**src/rtl/core/vt_pkg.sv**
```systemverilog
// ----------------------------------------------------------------------------
// vt_pkg
// Shared types and constants of the 2-D vertex transform pipeline.
// ----------------------------------------------------------------------------
`default_nettype none

package vt_pkg;

  localparam int unsigned COORD_BITS_DEF     = 16;
  localparam int unsigned COEF_FRAC_BITS_DEF = 12;
  // Integer bits of a coefficient, sign included (Q4.x format).
  localparam int unsigned COEF_INT_BITS      = 4;

  localparam int unsigned MODE_W    = 4;
  localparam int unsigned REG_IDX_W = 3;

  typedef enum logic [MODE_W-1:0] {
    MODE_TRANSLATE   = 4'd0,
    MODE_SCALE       = 4'd1,
    MODE_ROTATE      = 4'd2,
    MODE_REFL_X      = 4'd3,
    MODE_REFL_Y      = 4'd4,
    MODE_REFL_DIAG   = 4'd5,
    MODE_REFL_ORIGIN = 4'd6,
    MODE_SHEAR_X     = 4'd7,
    MODE_SHEAR_Y     = 4'd8
  } vt_mode_e;

  typedef enum logic [REG_IDX_W-1:0] {
    REG_MODE     = 3'd0,
    REG_OFFSET_X = 3'd1,
    REG_OFFSET_Y = 3'd2,
    REG_COEF_A   = 3'd3,
    REG_COEF_B   = 3'd4,
    REG_CENTER_X = 3'd5,
    REG_CENTER_Y = 3'd6
  } vt_reg_e;

  // Control that travels with each beat between pipeline stages.
  typedef struct packed {
    logic valid;
    logic last;
    logic fix;   // value is fixed point and must be rounded
  } vt_ctrl_t;

endpackage

`default_nettype wire

```
**src/rtl/core/vt_stream_if.sv**
```systemverilog
// ----------------------------------------------------------------------------
// vt_stream_if
// Valid/ready channels carrying input vertices and transformed vertices.
// ----------------------------------------------------------------------------
`default_nettype none

interface vt_in_if #(
  parameter int unsigned W = vt_pkg::COORD_BITS_DEF
);
  logic                valid;
  logic                ready;
  logic signed [W-1:0] in_x;
  logic signed [W-1:0] in_y;
  logic                last_vertex;

  modport source (output valid, in_x, in_y, last_vertex, input ready);
  modport sink   (input valid, in_x, in_y, last_vertex, output ready);
endinterface

interface vt_out_if #(
  parameter int unsigned W = vt_pkg::COORD_BITS_DEF
);
  logic                valid;
  logic                ready;
  logic signed [W-1:0] out_x;
  logic signed [W-1:0] out_y;
  logic                out_last;
  logic                saturated;

  modport source (output valid, out_x, out_y, out_last, saturated, input ready);
  modport sink   (input valid, out_x, out_y, out_last, saturated, output ready);
endinterface

`default_nettype wire

```
**src/rtl/core/vt_front.sv**
```systemverilog
// ----------------------------------------------------------------------------
// vt_front
// First stage: picks the base value and multiplier operands for each lane.
// ----------------------------------------------------------------------------
`default_nettype none

module vt_front #(
  parameter int unsigned COORD_BITS     = vt_pkg::COORD_BITS_DEF,
  parameter int unsigned COEF_FRAC_BITS = vt_pkg::COEF_FRAC_BITS_DEF,
  localparam int unsigned COEF_BITS = COEF_FRAC_BITS + vt_pkg::COEF_INT_BITS,
  localparam int unsigned WB = (COORD_BITS > COEF_BITS) ? COORD_BITS : COEF_BITS,
  localparam int unsigned WA = COORD_BITS + 2,
  localparam int unsigned WS = WA + WB + 2
) (
  input  wire                          clk_i,
  input  wire                          rst_ni,
  input  wire                          in_valid_i,
  output logic                         in_ready_o,
  input  wire  signed [COORD_BITS-1:0] in_x_i,
  input  wire  signed [COORD_BITS-1:0] in_y_i,
  input  wire                          in_last_i,
  input  wire  [vt_pkg::MODE_W-1:0]    mode_i,
  input  wire  signed [COORD_BITS-1:0] offset_x_i,
  input  wire  signed [COORD_BITS-1:0] offset_y_i,
  input  wire  signed [COEF_BITS-1:0]  coef_a_i,
  input  wire  signed [COEF_BITS-1:0]  coef_b_i,
  input  wire  signed [COORD_BITS-1:0] center_x_i,
  input  wire  signed [COORD_BITS-1:0] center_y_i,
  output vt_pkg::vt_ctrl_t             ctrl_o,
  input  wire                          ready_i,
  output logic signed [WS-1:0]         base_x_o,
  output logic signed [WS-1:0]         base_y_o,
  output logic signed [WA-1:0]         ax1_o,
  output logic signed [WB-1:0]         bx1_o,
  output logic signed [WA-1:0]         ax2_o,
  output logic signed [WB-1:0]         bx2_o,
  output logic signed [WA-1:0]         ay1_o,
  output logic signed [WB-1:0]         by1_o,
  output logic signed [WA-1:0]         ay2_o,
  output logic signed [WB-1:0]         by2_o
);

  localparam logic signed [WS-1:0] HALF = WS'(1) << (COEF_FRAC_BITS - 1);

  logic valid_q, last_q, fix_q, fix_d, load;
  logic signed [WS-1:0] base_x_q, base_y_q, base_x_d, base_y_d;
  logic signed [WA-1:0] ax1_q, ax2_q, ay1_q, ay2_q, ax1_d, ax2_d, ay1_d, ay2_d;
  logic signed [WB-1:0] bx1_q, bx2_q, by1_q, by2_q, bx1_d, bx2_d, by1_d, by2_d;

  logic signed [WA-1:0] x_e, y_e, dx, dy;
  logic signed [WS-1:0] fbase_x, fbase_y;
  logic signed [WB-1:0] ca_e, cb_e, ox_e, oy_e;

  assign in_ready_o = !valid_q || ready_i;
  assign load       = in_valid_i && in_ready_o;

  assign x_e  = WA'(in_x_i);
  assign y_e  = WA'(in_y_i);
  assign dx   = x_e - WA'(center_x_i);
  assign dy   = y_e - WA'(center_y_i);
  assign ca_e = WB'(coef_a_i);
  assign cb_e = WB'(coef_b_i);
  assign ox_e = WB'(offset_x_i);
  assign oy_e = WB'(offset_y_i);
  // Fixed-point base: the center scaled up, with the rounding half folded in.
  assign fbase_x = (WS'(center_x_i) <<< COEF_FRAC_BITS) + HALF;
  assign fbase_y = (WS'(center_y_i) <<< COEF_FRAC_BITS) + HALF;

  always_comb begin
    fix_d    = 1'b0;
    base_x_d = WS'(in_x_i);
    base_y_d = WS'(in_y_i);
    ax1_d = '0; bx1_d = '0; ax2_d = '0; bx2_d = '0;
    ay1_d = '0; by1_d = '0; ay2_d = '0; by2_d = '0;
    case (mode_i)
      vt_pkg::MODE_TRANSLATE: begin
        base_x_d = WS'(in_x_i) + WS'(offset_x_i);
        base_y_d = WS'(in_y_i) + WS'(offset_y_i);
      end
      vt_pkg::MODE_SCALE: begin
        fix_d    = 1'b1;
        base_x_d = fbase_x;
        base_y_d = fbase_y;
        ax1_d = dx; bx1_d = ca_e;
        ay1_d = dy; by1_d = cb_e;
      end
      vt_pkg::MODE_ROTATE: begin
        fix_d    = 1'b1;
        base_x_d = fbase_x;
        base_y_d = fbase_y;
        ax1_d = dx;  bx1_d = ca_e;
        ax2_d = -dy; bx2_d = cb_e;
        ay1_d = dx;  by1_d = cb_e;
        ay2_d = dy;  by2_d = ca_e;
      end
      vt_pkg::MODE_REFL_X:      base_y_d = -WS'(in_y_i);
      vt_pkg::MODE_REFL_Y:      base_x_d = -WS'(in_x_i);
      vt_pkg::MODE_REFL_DIAG: begin
        base_x_d = WS'(in_y_i);
        base_y_d = WS'(in_x_i);
      end
      vt_pkg::MODE_REFL_ORIGIN: begin
        base_x_d = -WS'(in_x_i);
        base_y_d = -WS'(in_y_i);
      end
      vt_pkg::MODE_SHEAR_X: begin
        ax1_d = y_e; bx1_d = ox_e;
      end
      vt_pkg::MODE_SHEAR_Y: begin
        ay1_d = x_e; by1_d = oy_e;
      end
      default: ;
    endcase
  end

  always_ff @(posedge clk_i or negedge rst_ni) begin
    if (!rst_ni) begin
      valid_q <= 1'b0;
    end else if (in_ready_o) begin
      valid_q <= in_valid_i;
    end
  end

  always_ff @(posedge clk_i) begin
    if (load) begin
      last_q   <= in_last_i;
      fix_q    <= fix_d;
      base_x_q <= base_x_d;
      base_y_q <= base_y_d;
      ax1_q <= ax1_d; bx1_q <= bx1_d; ax2_q <= ax2_d; bx2_q <= bx2_d;
      ay1_q <= ay1_d; by1_q <= by1_d; ay2_q <= ay2_d; by2_q <= by2_d;
    end
  end

  assign ctrl_o = '{valid: valid_q, last: last_q, fix: fix_q};
  assign base_x_o = base_x_q;
  assign base_y_o = base_y_q;
  assign ax1_o = ax1_q; assign bx1_o = bx1_q;
  assign ax2_o = ax2_q; assign bx2_o = bx2_q;
  assign ay1_o = ay1_q; assign by1_o = by1_q;
  assign ay2_o = ay2_q; assign by2_o = by2_q;

endmodule

`default_nettype wire

```
**src/rtl/core/vt_mac.sv**
```systemverilog
// ----------------------------------------------------------------------------
// vt_mac
// Multiply stage followed by an add-and-round stage for both lanes.
// ----------------------------------------------------------------------------
`default_nettype none

module vt_mac #(
  parameter int unsigned COORD_BITS     = vt_pkg::COORD_BITS_DEF,
  parameter int unsigned COEF_FRAC_BITS = vt_pkg::COEF_FRAC_BITS_DEF,
  localparam int unsigned COEF_BITS = COEF_FRAC_BITS + vt_pkg::COEF_INT_BITS,
  localparam int unsigned WB = (COORD_BITS > COEF_BITS) ? COORD_BITS : COEF_BITS,
  localparam int unsigned WA = COORD_BITS + 2,
  localparam int unsigned WP = WA + WB,
  localparam int unsigned WS = WP + 2
) (
  input  wire                      clk_i,
  input  wire                      rst_ni,
  input  wire vt_pkg::vt_ctrl_t    ctrl_i,
  output logic                     ready_o,
  input  wire  signed [WS-1:0]     base_x_i,
  input  wire  signed [WS-1:0]     base_y_i,
  input  wire  signed [WA-1:0]     ax1_i,
  input  wire  signed [WB-1:0]     bx1_i,
  input  wire  signed [WA-1:0]     ax2_i,
  input  wire  signed [WB-1:0]     bx2_i,
  input  wire  signed [WA-1:0]     ay1_i,
  input  wire  signed [WB-1:0]     by1_i,
  input  wire  signed [WA-1:0]     ay2_i,
  input  wire  signed [WB-1:0]     by2_i,
  output vt_pkg::vt_ctrl_t         ctrl_o,
  input  wire                      ready_i,
  output logic signed [WS-1:0]     val_x_o,
  output logic signed [WS-1:0]     val_y_o
);

  // Product stage registers.
  logic                 pv_q, plast_q, pfix_q, p_en, p_load;
  logic signed [WS-1:0] pbase_x_q, pbase_y_q;
  logic signed [WP-1:0] px1_q, px2_q, py1_q, py2_q, px1_d, px2_d, py1_d, py2_d;

  // Sum stage registers.
  logic                 sv_q, slast_q, s_en, s_load;
  logic signed [WS-1:0] sum_x, sum_y, val_x_d, val_y_d, val_x_q, val_y_q;

  assign s_en    = !sv_q || ready_i;
  assign p_en    = !pv_q || s_en;
  assign ready_o = p_en;
  assign p_load  = ctrl_i.valid && p_en;
  assign s_load  = pv_q && s_en;

  assign px1_d = WP'(ax1_i) * WP'(bx1_i);
  assign px2_d = WP'(ax2_i) * WP'(bx2_i);
  assign py1_d = WP'(ay1_i) * WP'(by1_i);
  assign py2_d = WP'(ay2_i) * WP'(by2_i);

  assign sum_x = pbase_x_q + WS'(px1_q) + WS'(px2_q);
  assign sum_y = pbase_y_q + WS'(py1_q) + WS'(py2_q);
  // The half was added in the base, so a floor shift rounds half up.
  assign val_x_d = pfix_q ? (sum_x >>> COEF_FRAC_BITS) : sum_x;
  assign val_y_d = pfix_q ? (sum_y >>> COEF_FRAC_BITS) : sum_y;

  always_ff @(posedge clk_i or negedge rst_ni) begin
    if (!rst_ni) begin
      pv_q <= 1'b0;
      sv_q <= 1'b0;
    end else begin
      if (p_en) begin
        pv_q <= ctrl_i.valid;
      end
      if (s_en) begin
        sv_q <= pv_q;
      end
    end
  end

  always_ff @(posedge clk_i) begin
    if (p_load) begin
      plast_q   <= ctrl_i.last;
      pfix_q    <= ctrl_i.fix;
      pbase_x_q <= base_x_i;
      pbase_y_q <= base_y_i;
      px1_q     <= px1_d;
      px2_q     <= px2_d;
      py1_q     <= py1_d;
      py2_q     <= py2_d;
    end
    if (s_load) begin
      slast_q <= plast_q;
      val_x_q <= val_x_d;
      val_y_q <= val_y_d;
    end
  end

  assign ctrl_o  = '{valid: sv_q, last: slast_q, fix: 1'b0};
  assign val_x_o = val_x_q;
  assign val_y_o = val_y_q;

endmodule

`default_nettype wire

```
**src/rtl/core/vt_sat.sv**
```systemverilog
// ----------------------------------------------------------------------------
// vt_sat
// Output stage: clips both coordinates to range and holds the result beat.
// ----------------------------------------------------------------------------
`default_nettype none

module vt_sat #(
  parameter int unsigned COORD_BITS = vt_pkg::COORD_BITS_DEF,
  parameter int unsigned WS         = 2 * vt_pkg::COORD_BITS_DEF
) (
  input  wire                          clk_i,
  input  wire                          rst_ni,
  input  wire vt_pkg::vt_ctrl_t        ctrl_i,
  output logic                         ready_o,
  input  wire  signed [WS-1:0]         val_x_i,
  input  wire  signed [WS-1:0]         val_y_i,
  output logic                         valid_o,
  input  wire                          ready_i,
  output logic signed [COORD_BITS-1:0] out_x_o,
  output logic signed [COORD_BITS-1:0] out_y_o,
  output logic                         out_last_o,
  output logic                         sat_o
);

  localparam logic signed [WS-1:0] HI = WS'((64'd1 << (COORD_BITS - 1)) - 64'd1);
  localparam logic signed [WS-1:0] LO = -HI - WS'(1);
  localparam logic signed [COORD_BITS-1:0] HI_C = HI[COORD_BITS-1:0];
  localparam logic signed [COORD_BITS-1:0] LO_C = LO[COORD_BITS-1:0];

  logic valid_q, last_q, sat_q, sat_d, load;
  logic signed [COORD_BITS-1:0] x_q, y_q, x_d, y_d;

  assign ready_o = !valid_q || ready_i;
  assign load    = ctrl_i.valid && ready_o;

  always_comb begin
    sat_d = 1'b0;
    x_d   = val_x_i[COORD_BITS-1:0];
    y_d   = val_y_i[COORD_BITS-1:0];
    if (val_x_i > HI) begin
      x_d = HI_C; sat_d = 1'b1;
    end else if (val_x_i < LO) begin
      x_d = LO_C; sat_d = 1'b1;
    end
    if (val_y_i > HI) begin
      y_d = HI_C; sat_d = 1'b1;
    end else if (val_y_i < LO) begin
      y_d = LO_C; sat_d = 1'b1;
    end
  end

  always_ff @(posedge clk_i or negedge rst_ni) begin
    if (!rst_ni) begin
      valid_q <= 1'b0;
    end else if (ready_o) begin
      valid_q <= ctrl_i.valid;
    end
  end

  always_ff @(posedge clk_i) begin
    if (load) begin
      x_q    <= x_d;
      y_q    <= y_d;
      last_q <= ctrl_i.last;
      sat_q  <= sat_d;
    end
  end

  assign valid_o    = valid_q;
  assign out_x_o    = x_q;
  assign out_y_o    = y_q;
  assign out_last_o = last_q;
  assign sat_o      = sat_q;

  // A raised flag means at least one coordinate sits at a range limit.
  a_sat_at_limit: assert property (@(posedge clk_i) disable iff (!rst_ni)
    valid_q && sat_q |-> (x_q == HI_C || x_q == LO_C || y_q == HI_C || y_q == LO_C))
    else $error("saturated beat has no coordinate at a limit");

  // In-range values pass unchanged and leave the flag low.
  a_in_range: assert property (@(posedge clk_i) disable iff (!rst_ni)
    load && val_x_i <= HI && val_x_i >= LO && val_y_i <= HI && val_y_i >= LO
    |=> !sat_q && x_q == $past(val_x_i[COORD_BITS-1:0])
        && y_q == $past(val_y_i[COORD_BITS-1:0]))
    else $error("in-range value altered or flagged");

  // An overflowing x clips to the top of the range and raises the flag.
  a_clip_hi: assert property (@(posedge clk_i) disable iff (!rst_ni)
    load && val_x_i > HI |=> sat_q && x_q == HI_C)
    else $error("overflowing x not clipped");

endmodule

`default_nettype wire

```
**src/rtl/core/vertex_2d_transform.sv**
```systemverilog
// An accepted input beat passes through the register stages below to its result beat on the output.
// Throughput: one vertex per cycle while the output is not stalled; operand select, multiply,
// add/round and clip are each one register stage, and a stall holds each full stage whose next one is full.
// Reset clears all stage valid bits and sets the registers to their defaults:
// translate mode, zero offsets and center, both coefficients 1.0.
// ----------------------------------------------------------------------------
// vertex_2d_transform
// Streaming 2-D affine transform of signed vertices with rounding and clipping.
// ----------------------------------------------------------------------------
`default_nettype none

module vertex_2d_transform #(
  parameter int unsigned COORD_BITS     = vt_pkg::COORD_BITS_DEF,
  parameter int unsigned COEF_FRAC_BITS = vt_pkg::COEF_FRAC_BITS_DEF,
  localparam int unsigned COEF_BITS = COEF_FRAC_BITS + vt_pkg::COEF_INT_BITS,
  localparam int unsigned CFG_W = (COORD_BITS > COEF_BITS) ? COORD_BITS : COEF_BITS
) (
  input  wire                           clk_i,
  input  wire                           rst_ni,
  vt_in_if.sink                         in_i,
  vt_out_if.source                      out_o,
  input  wire                           cfg_we_i,
  input  wire  [vt_pkg::REG_IDX_W-1:0]  cfg_idx_i,
  input  wire  [CFG_W-1:0]              cfg_data_i
);

  localparam int unsigned WB = CFG_W;
  localparam int unsigned WA = COORD_BITS + 2;
  localparam int unsigned WS = WA + WB + 2;

  logic [vt_pkg::MODE_W-1:0]    mode_q;
  logic signed [COORD_BITS-1:0] offset_x_q, offset_y_q, center_x_q, center_y_q;
  logic signed [COEF_BITS-1:0]  coef_a_q, coef_b_q;

  always_ff @(posedge clk_i or negedge rst_ni) begin
    if (!rst_ni) begin
      mode_q     <= vt_pkg::MODE_TRANSLATE;
      offset_x_q <= '0;
      offset_y_q <= '0;
      coef_a_q   <= COEF_BITS'(1) << COEF_FRAC_BITS;
      coef_b_q   <= COEF_BITS'(1) << COEF_FRAC_BITS;
      center_x_q <= '0;
      center_y_q <= '0;
    end else if (cfg_we_i) begin
      case (cfg_idx_i)
        vt_pkg::REG_MODE:     mode_q     <= cfg_data_i[vt_pkg::MODE_W-1:0];
        vt_pkg::REG_OFFSET_X: offset_x_q <= cfg_data_i[COORD_BITS-1:0];
        vt_pkg::REG_OFFSET_Y: offset_y_q <= cfg_data_i[COORD_BITS-1:0];
        vt_pkg::REG_COEF_A:   coef_a_q   <= cfg_data_i[COEF_BITS-1:0];
        vt_pkg::REG_COEF_B:   coef_b_q   <= cfg_data_i[COEF_BITS-1:0];
        vt_pkg::REG_CENTER_X: center_x_q <= cfg_data_i[COORD_BITS-1:0];
        vt_pkg::REG_CENTER_Y: center_y_q <= cfg_data_i[COORD_BITS-1:0];
        default: ;
      endcase
    end
  end

  vt_pkg::vt_ctrl_t     f_ctrl, m_ctrl;
  logic                 m_ready, s_ready;
  logic signed [WS-1:0] base_x, base_y, val_x, val_y;
  logic signed [WA-1:0] ax1, ax2, ay1, ay2;
  logic signed [WB-1:0] bx1, bx2, by1, by2;

  vt_front #(
    .COORD_BITS     (COORD_BITS),
    .COEF_FRAC_BITS (COEF_FRAC_BITS)
  ) u_front (
    .clk_i      (clk_i),
    .rst_ni     (rst_ni),
    .in_valid_i (in_i.valid),
    .in_ready_o (in_i.ready),
    .in_x_i     (in_i.in_x),
    .in_y_i     (in_i.in_y),
    .in_last_i  (in_i.last_vertex),
    .mode_i     (mode_q),
    .offset_x_i (offset_x_q),
    .offset_y_i (offset_y_q),
    .coef_a_i   (coef_a_q),
    .coef_b_i   (coef_b_q),
    .center_x_i (center_x_q),
    .center_y_i (center_y_q),
    .ctrl_o     (f_ctrl),
    .ready_i    (m_ready),
    .base_x_o   (base_x),
    .base_y_o   (base_y),
    .ax1_o (ax1), .bx1_o (bx1), .ax2_o (ax2), .bx2_o (bx2),
    .ay1_o (ay1), .by1_o (by1), .ay2_o (ay2), .by2_o (by2)
  );

  vt_mac #(
    .COORD_BITS     (COORD_BITS),
    .COEF_FRAC_BITS (COEF_FRAC_BITS)
  ) u_mac (
    .clk_i    (clk_i),
    .rst_ni   (rst_ni),
    .ctrl_i   (f_ctrl),
    .ready_o  (m_ready),
    .base_x_i (base_x),
    .base_y_i (base_y),
    .ax1_i (ax1), .bx1_i (bx1), .ax2_i (ax2), .bx2_i (bx2),
    .ay1_i (ay1), .by1_i (by1), .ay2_i (ay2), .by2_i (by2),
    .ctrl_o   (m_ctrl),
    .ready_i  (s_ready),
    .val_x_o  (val_x),
    .val_y_o  (val_y)
  );

  vt_sat #(
    .COORD_BITS (COORD_BITS),
    .WS         (WS)
  ) u_sat (
    .clk_i      (clk_i),
    .rst_ni     (rst_ni),
    .ctrl_i     (m_ctrl),
    .ready_o    (s_ready),
    .val_x_i    (val_x),
    .val_y_i    (val_y),
    .valid_o    (out_o.valid),
    .ready_i    (out_o.ready),
    .out_x_o    (out_o.out_x),
    .out_y_o    (out_o.out_y),
    .out_last_o (out_o.out_last),
    .sat_o      (out_o.saturated)
  );

endmodule

`default_nettype wire
```
**src/flat_wrapper.sv**
```systemverilog
// flat-port wrapper written by rule: the top's interface ports become plain ports
module vertex_2d_transform_flat 
#(
  parameter int unsigned COORD_BITS     = vt_pkg::COORD_BITS_DEF,
  parameter int unsigned COEF_FRAC_BITS = vt_pkg::COEF_FRAC_BITS_DEF,
  localparam int unsigned COEF_BITS = COEF_FRAC_BITS + vt_pkg::COEF_INT_BITS,
  localparam int unsigned CFG_W = (COORD_BITS > COEF_BITS) ? COORD_BITS : COEF_BITS
)
  (clk_i, rst_ni, cfg_we_i, cfg_idx_i, cfg_data_i, in_i_valid, in_i_in_x, in_i_in_y, in_i_last_vertex, in_i_ready, out_o_valid, out_o_out_x, out_o_out_y, out_o_out_last, out_o_saturated, out_o_ready);
  vt_in_if in_i_i ();
  vt_out_if out_o_i ();
  input  wire clk_i;
  input  wire rst_ni;
  input  wire cfg_we_i;
  input  wire  [vt_pkg::REG_IDX_W-1:0] cfg_idx_i;
  input  wire  [CFG_W-1:0] cfg_data_i;
  input wire logic [$bits(in_i_i.valid)-1:0] in_i_valid;
  input wire logic [$bits(in_i_i.in_x)-1:0] in_i_in_x;
  input wire logic [$bits(in_i_i.in_y)-1:0] in_i_in_y;
  input wire logic [$bits(in_i_i.last_vertex)-1:0] in_i_last_vertex;
  output wire logic [$bits(in_i_i.ready)-1:0] in_i_ready;
  output wire logic [$bits(out_o_i.valid)-1:0] out_o_valid;
  output wire logic [$bits(out_o_i.out_x)-1:0] out_o_out_x;
  output wire logic [$bits(out_o_i.out_y)-1:0] out_o_out_y;
  output wire logic [$bits(out_o_i.out_last)-1:0] out_o_out_last;
  output wire logic [$bits(out_o_i.saturated)-1:0] out_o_saturated;
  input wire logic [$bits(out_o_i.ready)-1:0] out_o_ready;
  assign in_i_i.valid = in_i_valid;
  assign in_i_i.in_x = in_i_in_x;
  assign in_i_i.in_y = in_i_in_y;
  assign in_i_i.last_vertex = in_i_last_vertex;
  assign in_i_ready = in_i_i.ready;
  assign out_o_valid = out_o_i.valid;
  assign out_o_out_x = out_o_i.out_x;
  assign out_o_out_y = out_o_i.out_y;
  assign out_o_out_last = out_o_i.out_last;
  assign out_o_saturated = out_o_i.saturated;
  assign out_o_i.ready = out_o_ready;
  vertex_2d_transform #(.COORD_BITS(COORD_BITS), .COEF_FRAC_BITS(COEF_FRAC_BITS)) u_core (.clk_i(clk_i), .rst_ni(rst_ni), .in_i(in_i_i), .out_o(out_o_i), .cfg_we_i(cfg_we_i), .cfg_idx_i(cfg_idx_i), .cfg_data_i(cfg_data_i));
endmodule
```
**config.mk**
```make
export PLATFORM = sky130hd
export DESIGN_NAME = vertex_2d_transform_flat
export DESIGN_NICKNAME = d
export VERILOG_FILES = /design/src/rtl/core/vt_pkg.sv /design/src/rtl/core/vt_stream_if.sv /design/src/rtl/core/vt_front.sv /design/src/rtl/core/vt_mac.sv /design/src/rtl/core/vt_sat.sv /design/src/rtl/core/vertex_2d_transform.sv /design/src/flat_wrapper.sv
export SDC_FILE = /design/constraint.sdc
export NUM_CORES = 2
export LEC_CHECK = 0
export ABC_AREA = 1
export BUFFER_PORTS_ARGS = -buffer_cell sky130_fd_sc_hd__buf_2
export CAP_MARGIN = 20
export CORE_ASPECT_RATIO = 1.75
export CORE_MARGIN = 5
export CORE_UTILIZATION = 30
export CTS_CLUSTER_SIZE = 10
export DETAILED_ROUTE_END_ITERATION = 8
export SYNTH_ARGS = -nofsm -noshare
export SYNTH_HDL_FRONTEND = slang
export SYNTH_SLANG_ARGS = --single-unit
```
**constraint.sdc**
```tcl
create_clock -name clk_i -period 21.1 [get_ports clk_i]
set_input_delay 2.11 -clock clk_i [delete_from_list [all_inputs] [get_ports clk_i]]
set_output_delay 2.11 -clock clk_i [all_outputs]
set_load 0.02 [all_outputs]
```
### Yosys cells after proc, flatten, opt, wreduce, memory -nomap -nowiden

Index checks and enable logic that the tools add are counted.
W data, S select, Z words.

| word-level totals | value |
|---|---|
| register bits | 630 |
| output and inout bits | 36 |
| word-level logic and storage cells | 110 |

| cells by class | value |
|---|---|
| add/sub/neg operators | 13 |
| $mul | 4 |
| order comparisons | 4 |
| eq/ne operators | 14 |
| muxes and demuxes | 12 |
| reduce and logical (&&, ||, !) cells | 25 |

Operator list:

| kind | count |
|---|---|
| $pmux W36 S4 | 2 |
| $add A36 B34 Y36 | 4 |
| $mul A18 B16 Y34 | 3 |
| $gt A36 B16 Y1 const B | 2 |
| $lt A36 B16 Y1 const B | 2 |
| $neg A16 Y36 | 2 |
| $mux W35 | 2 |
| $pmux W16 S2 | 2 |
| $add A28 B13 Y29 const B | 2 |
| $pmux W18 S3 | 1 |
| $pmux W18 S2 | 1 |
| $add A16 B16 Y17 | 2 |
| $sub A16 B16 Y17 | 2 |
| $mul A17 B16 Y33 | 1 |
| $mux W16 | 2 |
| $neg A17 Y18 | 1 |
| $eq A4 B3 Y1 const B | 4 |
| $reduce_and A2 Y1 | 7 |
| $eq A3 B3 Y1 const B | 3 |
| $eq A4 B2 Y1 const B | 2 |
| $eq A3 B2 Y1 const B | 2 |
| $reduce_or A2 Y1 | 3 |
| $eq A4 B1 Y1 const B | 1 |
| $eq A4 B4 Y1 const B | 1 |
| other kinds (8) | 18 |

### Longest topological paths before layout

| depth | value |
|---|---|
| depth after elaboration | 6 |
| depth in mapped cells | 27 |
| depth with buffers taken out | 25 |

### Hierarchy

Synthesis repeated with hierarchy kept, for this count alone.

| second synthesis, totals | value |
|---|---|
| cell total of the unflattened synthesis | 9802 |
| area total of the unflattened synthesis | 80802.5 µm² |

Modules (own cells, without submodules):

| module | times used | cells an instance | area each (µm²) | seq. area each (µm²) |
|---|---|---|---|---|
| vt_mac | 1 | 7500 | 61524.0 | 8548.2 |
| vt_front | 1 | 1672 | 13578.0 | 6211.0 |
| vertex_2d_transform | 1 | 443 | 4007.6 | 2504.9 |
| vt_sat | 1 | 187 | 1692.9 | 1046.0 |

### Worst setup path before layout

Ideal clock, no wire load.

| timing | value |
|---|---|
| path kind | input to register |
| start point | input out_o_ready |
| end point | register u_core.u_front.ax1_q[0], in the netlist u_core.u_front.ax1_o[0] (enable) |
| setup time | 0.781 ns |
| arrival time | 11.090 ns |
| data required time | 20.319 ns |
| setup slack | 9.229 ns |
| stages on the path | 8 |
| cells stage by stage | nor2_1 inv_1 nor2_1 inv_1 nor2_1 inv_1 nor2_1 nor2_1 |

| between the ends | value |
|---|---|
| word-level cells in the longest chain between the ends | 5 |

Ends and longest elaborated chain:

| element | line | RTL |
|---|---|---|
| from (decl) | flat_wrapper.sv:27 | `input wire logic [$bits(out_o_i.ready)-1:0] out_o_ready;` |
| $logic_or A1 B1 Y1 | vt_sat.sv:33 | `assign ready_o = !valid_q \|\| ready_i;` |
| $logic_or A1 B1 Y1 | vt_mac.sv:45 | `assign s_en = !sv_q \|\| ready_i;` |
| $logic_or A1 B1 Y1 | vt_mac.sv:46 | `assign p_en = !pv_q \|\| s_en;` |
| $logic_or A1 B1 Y1 | vt_front.sv:54 | `assign in_ready_o = !valid_q \|\| ready_i;` |
| $logic_and A1 B1 Y1 | vt_front.sv:55 | `assign load = in_valid_i && in_ready_o;` |
| net u_core.u_front.load | vt_front.sv:45 | `logic valid_q, last_q, fix_q, fix_d, load;` |
| to (signal assigned) | vt_front.sv:130 | `ax1_q <= ax1_d; bx1_q <= bx1_d; ax2_q <= ax2_d; bx2_q <= bx2_d;` |
| to (decl) | vt_front.sv:47 | `logic signed [WA-1:0] ax1_q, ax2_q, ay1_q, ay2_q, ax1_d, ax2_d, ay1_d, ay2_d;` |

The timed path passes the listed nets, and every way through them passes these cells.
A chain may end at the register's enable or synchronous reset.

### Worst setup path in the final report

| timing | value |
|---|---|
| start point | register u_core.u_front.bx1_q[1], in the netlist u_core.u_front.bx1_o[1] |
| end point | register u_core.u_mac.px1_q[31] (data pin) |

| between the ends | value |
|---|---|
| word-level cells in the longest chain between the ends | 1 |

Ends and longest elaborated chain:

| element | line | RTL |
|---|---|---|
| from (decl) | vt_front.sv:48 | `logic signed [WB-1:0] bx1_q, bx2_q, by1_q, by2_q, bx1_d, bx2_d, by1_d, by2_d;` |
| from (signal assigned) | vt_front.sv:130 |  |
| $mul A18 B16 Y34 | vt_mac.sv:51 | `assign px1_d = WP'(ax1_i) * WP'(bx1_i);` |
| net u_core.u_mac.px1_d[31] | vt_mac.sv:39 | `logic signed [WP-1:0] px1_q, px2_q, py1_q, py2_q, px1_d, px2_d, py1_d, py2_d;` |
| to (signal assigned) | vt_mac.sv:82 | `px1_q <= px1_d;` |
| to (decl) | vt_mac.sv:39 |  |

The timed path passes the listed nets, and every way through them passes these cells.

==> metrics.txt <==
initial antenna violation count=28; CP required=21.51 ns; PortBufs=92; Worst-Skew Late Latency=0.68 ns; number of CTS-inserted buffers=77; Clock Path Buffers=3; mux cell area share after synthesis=0.0386%; RSZ-0062 raised after global routing=no; sequential element share of the synthesized area=23.5%; die height=683 um; drt via density=4.84; GPL Wtd Cong=1.00; Critical Path Source Type=flop; Slew Viols, Final=0; Synth Area in XOR/XNOR=2.06%; WHS Endpoint=u_core.u_mac.pbase_x_q[23]; Iteration-0 DRC Markers=3,857; critical path class=flop to flop; Routed wire per std cell=21.7 um; Rows=247; TritonCTS clock tree=yes; kind of end point of the critical path=flop; worst hold path depth=0; die area=270,000 um^2; post-CTS sizing=0; critical path, cell by cell=nand2_1 > inv_1 > fa_1 > inv_1 > fa_1 > inv_1 > fa_1 > fa_1 > fa_1 > fa_1 > ha_1 > a21oi_1 > a21boi_0 > o21ai_0 > a21oi_1 > nand2_1 > xor2_1; DRC=0; H-tree lvl count=3; grt total ovfl=0; Via Count=60,295; main combinational cell family by area after synthesis=adder cells; Synth cell types=63; layout cell share with drive strength beyond 1=3.84%; number of global-route vias before repair=63,635; crit-path leading delay family=adder cells; HP Start=u_core.u_front.base_x_o[23]; synth-to-layout area growth=8.11%; TritonCTS Sinks=626; status=completed; Ys Warns=0; final hold violations=0; worst-path maximum fanout=17; period utilisation layout=31.1%; DP Wirelength=227,000 um; CP arrival=6.97 ns; CP max stage cell=fa_1; Ports=93; nets=10,775; clock skew=0.0342 ns; Hold-fix buffers, CTS=0; number of synthesized flops with an enable pin=522; r2r startpoint=u_core.u_front.bx1_o[1]; Yosys reg bits=626; Post-Synth Adder-Cell Area=38.7%; syn_area_per_cell=8.51 um^2; R2R Setup Slk=14.54 ns; simple-gate portion of the synthesized area=16.5%; setup TNS=0 ns; die extent in x=395 um; min cycle time layout=6.56 ns; area leader, netlist=fa_1; Cell Area, Synth=77,700 um^2; Synth Flop Type=edfxtp_1; Post-synth ARST share=16.6%; endpoints failing setup=0; Core ar.=258,000 um^2; GR Util All Layers=19.7%; most frequent cells in the layout=inv_1, nand2_1, fa_1; # Max-Cap Violations=0; Synth Instances=9,131; largest net degree at the start of global routing=84; Initial Util=30.1%; Worst R2R End=u_core.u_mac.px1_q[31]; commonest non-fill, non-tap cell in the layout=inv_1; Synth area leaders=fa_1, edfxtp_1, inv_1; clk root buf=clkbuf_16; crit path buf inv count=3; most used cell, CP=fa_1; Worst R2R Path Depth=17; first-pass GRT wire length=397,000 um; Final ANT Viol Nets=0; post-CTS setup buffer count=0; Routed WL=270,000 um; Slew HR=27.9%; Clock transition at path regs=0.07 ns; highest clock rate=152 MHz; drt pass-1 iters=7; slew at the pin closest to its max-slew limit=1.08 ns; Synth Net Count=10,871; slowest cell delay on critical path=0.74 ns; Hold/Removal Path Class=flop to flop; Synth Area in Compound Gates=6.42%; share of the synthesized area in the top cell type=31.0%
-- stage by stage --
step,utilization (%),cells,worst slack [ns],cell area (um^2),hold slack [ns]
5_1_grt,32.5,12448,14.24,84000,0.410
3_5_place_dp,31.6,12316,14.48,81600,0.405
3_3_place_gp,31.6,12316,14.56,81600,0.401
2_1_floorplan,-,9131,9.23,77700,0.400
4_1_cts,32.5,12445,14.49,83900,0.398
6_report,32.5,12465,14.54,84000,0.399
-- registers in the layout, indices dropped and copies added, names as in the netlist, 17 cells and up --
name / count
u_core.u_mac.py2_q: 33
u_core.u_front.ax2_o: 18
u_core.u_mac.py1_q: 34
u_core.u_front.ay1_o: 17
u_core.u_mac.pbase_x_q: 36
u_core.u_mac.px2_q: 34
u_core.u_mac.px1_q: 34
u_core.u_mac.pbase_y_q: 36
u_core.u_front.ax1_o: 17
u_core.u_mac.val_x_o: 36
u_core.u_front.base_x_o: 36
u_core.u_front.base_y_o: 36
u_core.u_mac.val_y_o: 36
-- logic make-up after synthesis --
family / after synthesis
AND/OR/NAND/NOR: 3119
buffers and inverters: 2631
adder cells (fa/ha/maj): 1683
AO/OA/AOI/OAI: 887
flip-flops: 626
XOR/XNOR: 182
multiplexers: 3
-- worst reg2reg max path: stages (launching register included) --
cell	delay [ns]
edfxtp_1	0.65
nand2_1	0.21
inv_1	0.11
fa_1	0.74
inv_1	0.11
fa_1	0.48
inv_1	0.33
fa_1	0.52
fa_1	0.58
fa_1	0.44
fa_1	0.46
ha_1	0.42
a21oi_1	0.24
a21boi_0	0.32
o21ai_0	0.21
a21oi_1	0.16
nand2_1	0.16
xor2_1	0.18
-- cell usage after synthesis, types with 4 or more instances --
cell / number
a21boi_0: 14
a21o_1: 30
a21oi_1: 324
a31oi_1: 20
a32oi_1: 6
and2_1: 6
buf_1: 7
buf_2: 20
clkbuf_1: 296
dfrtp_1: 102
edfxtp_1: 522
fa_1: 1204
ha_1: 479
inv_1: 2291
inv_2: 15
nand2_1: 2104
nand2_2: 14
nand3_1: 303
nand3_2: 4
nand3b_1: 19
nand4_1: 116
nor2_1: 445
nor2_2: 9
nor3_1: 44
nor3_2: 4
nor4_1: 8
o2111ai_1: 12
o211ai_1: 10
o21a_1: 10
o21ai_0: 374
o21ai_1: 7
o21bai_1: 20
o221ai_1: 22
o22ai_1: 7
o31ai_1: 5
or2_2: 35
xnor2_1: 72
xor2_1: 109
-- how the worst max path moves through the flow --
stage	start	depth (start not counted)	slack, ns	end
after floorplan	out_o_ready	8	9.23	u_core.u_front.ax1_o[0]
final	u_core.u_front.bx1_o[1]	17	14.54	u_core.u_mac.px1_q[31]
after global routing	u_core.u_front.bx2_o[2]	18	14.24	u_core.u_mac.px2_q[25]
after detailed placement	u_core.u_front.bx1_o[1]	17	14.48	u_core.u_mac.px1_q[31]
after global placement	u_core.u_front.bx1_o[1]	17	14.56	u_core.u_mac.px1_q[31]
after CTS	u_core.u_front.bx1_o[1]	17	14.49	u_core.u_mac.px1_q[31]
-- routing by layer --
layer  share of wire [%]  GRT usage (%)  up-vias
li1                    -              -    27480
met5               0.023              0        -
met1                  32           19.4    29903
met2                  53           36.9     2069
met4                  10           15.7       10
met3                 4.8           2.41      833
-- layout make-up --
cell class	count	area, um^2
well taps	3361	4210
multi-input cells	5874	49500
repair buffers	150	918
clock buffers	113	2100
fillers	27290	174000
flip-flops and latches	626	18300
inverters	2306	8660
diodes	19	47.5
clock inverters	16	263
Power is not shown: default switching activity piles up to over one toggle a cycle in this logic, so the estimate is an artifact.
